`config.mk`:
```
export PLATFORM = sky130hd
export DESIGN_NAME = dq_ctrl
export DESIGN_NICKNAME = d
export VERILOG_FILES = /design/src/sv/dq_pkg.sv /design/src/sv/dq_ctrl.sv
export SDC_FILE = /design/constraint.sdc
export NUM_CORES = 1
export LEC_CHECK = 0
export BUFFER_PORTS_ARGS = -buffer_cell sky130_fd_sc_hd__buf_2
export CORE_UTILIZATION = 35
export CTS_BUF_LIST = sky130_fd_sc_hd__clkbuf_8
export CTS_CLUSTER_DIAMETER = 150
export DETAILED_ROUTE_END_ITERATION = 16
export PLACE_DENSITY = 0.68
export SLEW_MARGIN = 25
export SYNTH_ARGS = -nofsm -noshare
export SYNTH_HDL_FRONTEND = slang
export SYNTH_SLANG_ARGS = --single-unit
export TNS_END_PERCENT = 30
```
`constraint.sdc`:
```
create_clock -name clk -period 8.7 [get_ports clk]
set_input_delay 0.87 -clock clk [delete_from_list [all_inputs] [get_ports clk]]
set_output_delay 0.87 -clock clk [all_outputs]
set_load 0.1 [all_outputs]
```
`src/sv/dq_pkg.sv`:
```
// ----------------------------------------------------------------------------
// dq_pkg
// Shared sizes, command and status codes, and interface types for the
// double-ended queue.
// ----------------------------------------------------------------------------
package dq_pkg;

  localparam int DEPTH  = 1024;
  localparam int ADDR_W = (DEPTH > 1) ? $clog2(DEPTH) : 1;
  localparam int CNT_W  = $clog2(DEPTH + 1);
  localparam int WORD_W = 32;

  typedef logic [ADDR_W-1:0]        addr_t;
  typedef logic [CNT_W-1:0]         cnt_t;
  typedef logic signed [WORD_W-1:0] word_t;

  localparam logic [2:0] CMD_PUSH_BACK  = 3'd0;
  localparam logic [2:0] CMD_PUSH_FRONT = 3'd1;
  localparam logic [2:0] CMD_POP_FRONT  = 3'd2;
  localparam logic [2:0] CMD_POP_BACK   = 3'd3;
  localparam logic [2:0] CMD_FRONT      = 3'd4;
  localparam logic [2:0] CMD_BACK       = 3'd5;
  localparam logic [2:0] CMD_SIZE       = 3'd6;
  localparam logic [2:0] CMD_EMPTY      = 3'd7;

  localparam logic [1:0] ST_OK    = 2'd0;
  localparam logic [1:0] ST_EMPTY = 2'd1;
  localparam logic [1:0] ST_FULL  = 2'd2;

  localparam word_t WORD_NEG_ONE = '1;

  // Memory access issued by the controller in the cycle a request is taken.
  typedef struct packed {
    logic  wr_en;
    addr_t wr_addr;
    word_t wr_data;
    logic  rd_en;
    addr_t rd_addr;
  } mem_req_t;

  // Registered response; from_ram selects the memory read data as value.
  typedef struct packed {
    logic       done;
    logic       from_ram;
    logic [1:0] status;
    word_t      value;
  } rsp_t;

endpackage

```
`src/sv/dq_ctrl.sv`:
```
// ----------------------------------------------------------------------------
// dq_ctrl
// Head pointer and entry count, command decode, ring address generation and
// the response register.
// ----------------------------------------------------------------------------
module dq_ctrl
  import dq_pkg::*;
(
  input  logic       clk,
  input  logic       rst,
  input  logic       take,
  input  logic [2:0] cmd,
  input  word_t      push_value,
  output mem_req_t   mem_req,
  output rsp_t       rsp
);

  localparam int SUM_W = CNT_W + 1;
  localparam logic [SUM_W-1:0] DEPTH_S = SUM_W'(DEPTH);

  addr_t head, head_next;
  cnt_t  count, count_next;
  rsp_t  rsp_next;

  logic  is_empty, is_full;
  addr_t head_dec, head_inc, tail_pos, back_pos;
  logic [SUM_W-1:0] sum_tail, sum_back;

  // Fold a sum below twice the depth back into the ring.
  function automatic addr_t wrap(input logic [SUM_W-1:0] s);
    logic [SUM_W-1:0] r;
    r = (s >= DEPTH_S) ? (s - DEPTH_S) : s;
    return r[ADDR_W-1:0];
  endfunction

  always_comb begin
    is_empty = (count == '0);
    is_full  = (count == CNT_W'(DEPTH));
    head_dec = (head == '0) ? ADDR_W'(DEPTH - 1) : head - 1'b1;
    head_inc = (head == ADDR_W'(DEPTH - 1)) ? '0 : head + 1'b1;
    sum_tail = SUM_W'(head) + SUM_W'(count);
    sum_back = sum_tail - 1'b1;
    tail_pos = wrap(sum_tail);
    back_pos = wrap(sum_back);
  end

  always_comb begin
    head_next        = head;
    count_next       = count;
    mem_req          = '0;
    mem_req.wr_data  = push_value;
    rsp_next         = '0;
    rsp_next.done    = take;
    rsp_next.status  = ST_OK;
    if (take) begin
      case (cmd)
        CMD_PUSH_BACK: begin
          if (is_full) begin
            rsp_next.status = ST_FULL;
          end else begin
            mem_req.wr_en   = 1'b1;
            mem_req.wr_addr = tail_pos;
            count_next      = count + 1'b1;
          end
        end
        CMD_PUSH_FRONT: begin
          if (is_full) begin
            rsp_next.status = ST_FULL;
          end else begin
            mem_req.wr_en   = 1'b1;
            mem_req.wr_addr = head_dec;
            head_next       = head_dec;
            count_next      = count + 1'b1;
          end
        end
        CMD_POP_FRONT, CMD_FRONT: begin
          if (is_empty) begin
            rsp_next.status = ST_EMPTY;
            rsp_next.value  = WORD_NEG_ONE;
          end else begin
            mem_req.rd_en     = 1'b1;
            mem_req.rd_addr   = head;
            rsp_next.from_ram = 1'b1;
            if (cmd == CMD_POP_FRONT) begin
              head_next  = head_inc;
              count_next = count - 1'b1;
            end
          end
        end
        CMD_POP_BACK, CMD_BACK: begin
          if (is_empty) begin
            rsp_next.status = ST_EMPTY;
            rsp_next.value  = WORD_NEG_ONE;
          end else begin
            mem_req.rd_en     = 1'b1;
            mem_req.rd_addr   = back_pos;
            rsp_next.from_ram = 1'b1;
            if (cmd == CMD_POP_BACK) begin
              count_next = count - 1'b1;
            end
          end
        end
        CMD_SIZE: begin
          rsp_next.value = WORD_W'(count);
        end
        CMD_EMPTY: begin
          rsp_next.value = WORD_W'(is_empty);
        end
        default: begin
          rsp_next.value = '0;
        end
      endcase
    end
  end

  always_ff @(posedge clk) begin
    if (rst) begin
      head     <= '0;
      count    <= '0;
      rsp.done <= 1'b0;
    end else begin
      head     <= head_next;
      count    <= count_next;
      rsp.done <= rsp_next.done;
    end
    rsp.from_ram <= rsp_next.from_ram;
    rsp.status   <= rsp_next.status;
    rsp.value    <= rsp_next.value;
  end

endmodule

```
==> results.md <==
* Final Core Density at 0.3722
* # rows at 36
* DRC viols at 0
* CTS Hold Buffers Added at 0
* Synth async-reset ratio at 0
* Clock slew at reported path FFs at 0.09 ns
* Die span in y at 101.7 um
* Hold Fails Final Rpt at 0
* Remaining antenna violation count after routing at 0
* Most common cell on crit path: inv_1
* Vias in the first global route at 2883
* Hold WS at 0.5574 ns
* Post-synth EDFFs at 0
* P_leak at 1.593 nW
* Max Cap Violations at 0
* Die area at 10340 um2
* Max-slew headroom at 0.4167
* DRT iter0 DRCs at 243
* Port Buffers at 63
* Yosys cell types at 59
* Via/cell ratio at 5.393
* R2r startpoint: head[1]
* Kind of critical path: reg -> out
* Commonest non-fill, non-tap cell in the layout: buf_2
* Tmin final at 4.592 ns
* CTS Buf Count at 5
* Worst hold path class: reg -> reg
* Total number of vias at 3182
* Crit-path max cell delay at 0.66 ns
* Post-DP Area at 3467 um2
* Final Max Tran Viols at 0
* Die width at 101.7 um
* Synth Instances at 462
* Skew final at 0.01292 ns
* Worst Path Buf+Inv at 3
* Met2 Usage GRT at 0.2723
* Slew @ Worst Pin at 0.8732 ns
* Worst Hold Path EP: rsp[6]
* Setup-failing EPs final at 0
* Yosys reg bits at 37
* Routability congestion estimate at 0.8735
* Core ar. at 9684 um2
* Max Clock Freq at 0.2178 GHz
* # resized after CTS at 0
* CTS root buffer: clkbuf_8
* CP Launch Type: flip-flop
* Hold Path Depth at 2
* Outcome: complete, no violations
* Maximum buffer depth of the clock tree at 2
* Global Route Usage Sum at 0.1707
* DP HPWL at 6.454 mm
* Synth-to-layout area growth at 3.633%
* Hold path startpoint: count[6]
* CP endpoint kind: primary output
* Sequential-to-total area share from yosys stat at 0.2129
* Htree depth at 2
* Power density cells at 253.6 nW/um2
* Crit-path cells: ha_1 > inv_1 > fa_1 > inv_1 > nor3_1 > o21ai_0 > a2111oi_1 > o211ai_1 > xor2_1 > o21ai_1 > buf_2
* Grt ovf at 0
* RSZ-0062 raised after global routing: no
* Fin area at 3605 um2
* IO Pins at 128
* First-pass GRT wire length at 14.00 mm
* Most frequent cells in the layout: buf_2 (63), nor2_1 (61), a21oi_1 (37), dfxtp_1 (37), nand2_1 (33)
* GRT busiest layer: met2
* Largest net degree at the start of global routing at 24
* Layout fillers at 999
* CTS sink count at 37
* Initial DRT Pass Iterations at 4
* Starting Density at 0.3592
* Largest delay contributor family on the critical path: compound AO/OA/AOI/OAI gates
* Final cell count without fillers at 590
* Post-Syn Area at 3478 um2
* Worst reg-to-reg setup slack at 6.11 ns
* Placed cells at 582
* Synth Flop Type: dfxtp_1
* Share of layout cells above drive strength 1 at 0.1926
* ANT cells at 0
* WL per Instance at 14.54 um
* WL final at 8.580 mm
* Synth warnings at 0
* CTS tree: done
* Clock latency on the worst-skew pair at 0.30 ns
* Worst R2R End: head[3]
* Peak fanout along the critical path at 8
* Crit path arrival time at 3.72 ns
* Final period util at 0.5278
* R2R depth at 9
* M1 GR Usage at 0.2256
* Met3 Resource Use GR at 0.03727
* Final TNS setup at 0 ns
* Initial antenna violation count at 0
* Post-CTS Setup Inserts at 0
* CP required at 7.83 ns
* Mean Syn Cell Area at 7.529 um2
* Peak supply drop at 108.4 uV
* Final net count at 517
* Syn Nets at 523
* CP max-delay cell: a2111oi_1
[metrics by stage]
stage               power (mW)  setup WS, ns
floorplan               0.7439         2.666
global placement        0.7221         4.324
detailed placement      0.7275         4.477
CTS                     0.9165         4.162
global route            0.9659         3.860
finish                  0.9142         4.108
[worst max-delay path by stage]
stage                  start         end  slack [ns]  depth (start not counted)
floorplan             cmd[1]  mem_req[5]        2.67                          6
global placement      cmd[1]  mem_req[5]        4.32                          7
detailed placement  count[0]  mem_req[9]        4.48                         11
CTS                 count[0]  mem_req[9]        4.16                         11
global route        count[0]  mem_req[9]        3.86                         11
finish               head[0]  mem_req[9]        4.11                         11
[worst reg2reg max path, cell delays in order, from the launching register on]
cell and delay (ns):
dfxtp_1 0.41, inv_1 0.16, ha_1 0.21, or3b_4 0.42, nand2b_4 0.19, or4_4 0.50
a21o_1 0.23, o21ai_2 0.06, a21oi_2 0.07, a311oi_2 0.25
[final cells by class]
class / count / area (um2) / area share
multi-input cells: 332 / 2177 / 0.6040
flip-flops and latches: 37 / 740.7 / 0.2055
repair buffers: 64 / 322.8 / 0.08955
well taps: 133 / 166.4 / 0.04616
clock buffers: 5 / 68.82 / 0.01909
clock inverters: 3 / 68.82 / 0.01909
inverters: 16 / 60.06 / 0.01666
[report_power, final]
part           internal (mW)  total, mW  switching, mW  leakage, nW
Clock                  0.116      0.187         0.0714       0.0687
Combinational          0.130      0.513          0.383         1.22
Sequential             0.188      0.215         0.0262        0.302
[logic make-up after synthesis]
group,Yosys count,share of synthesized area
buffers and inverters,93,0.1633
AO/OA/AOI/OAI,115,0.2166
adder cells (fa/ha/maj),23,0.08705
multiplexers,8,0.02302
XOR/XNOR,31,0.07806
AND/OR/NAND/NOR,155,0.2191
flip-flops,37,0.2129
[Yosys cell counts, drive strengths merged, types with 3 or more instances]
cell,number,area [um2]
clkbuf,21,78.83
nand3b,3,22.52
nand2b,11,76.32
a311oi,5,50.04
a21oi,39,210.2
ha,21,262.8
dfxtp,37,740.7
xor2,11,96.34
mux2i,8,80.08
a211oi,8,60.06
a22oi,7,52.55
xnor2,20,175.2
buf,56,429.2
or2,3,18.77
nand2,33,123.9
o21a,3,22.52
nor3,8,40.04
o21ai,24,123.9
nand3,10,50.05
and3,4,25.02
a21o,4,30.03
o211ai,6,45.04
nor2,61,229.0
or3,4,25.02
nor2b,3,18.77
a21boi,3,22.52
inv,16,60.06
[metal layers]
layer  wire length (um)  part of all wire
met2               3823              0.45
met3                663             0.077
met5                  0                 0
met1               3922              0.46
met4                170             0.020
[registers in the layout, summed over array words and instances, names as in the netlist]
name and count:
rsp 16, head 10, count 11
(Power assumes the default switching activity.)
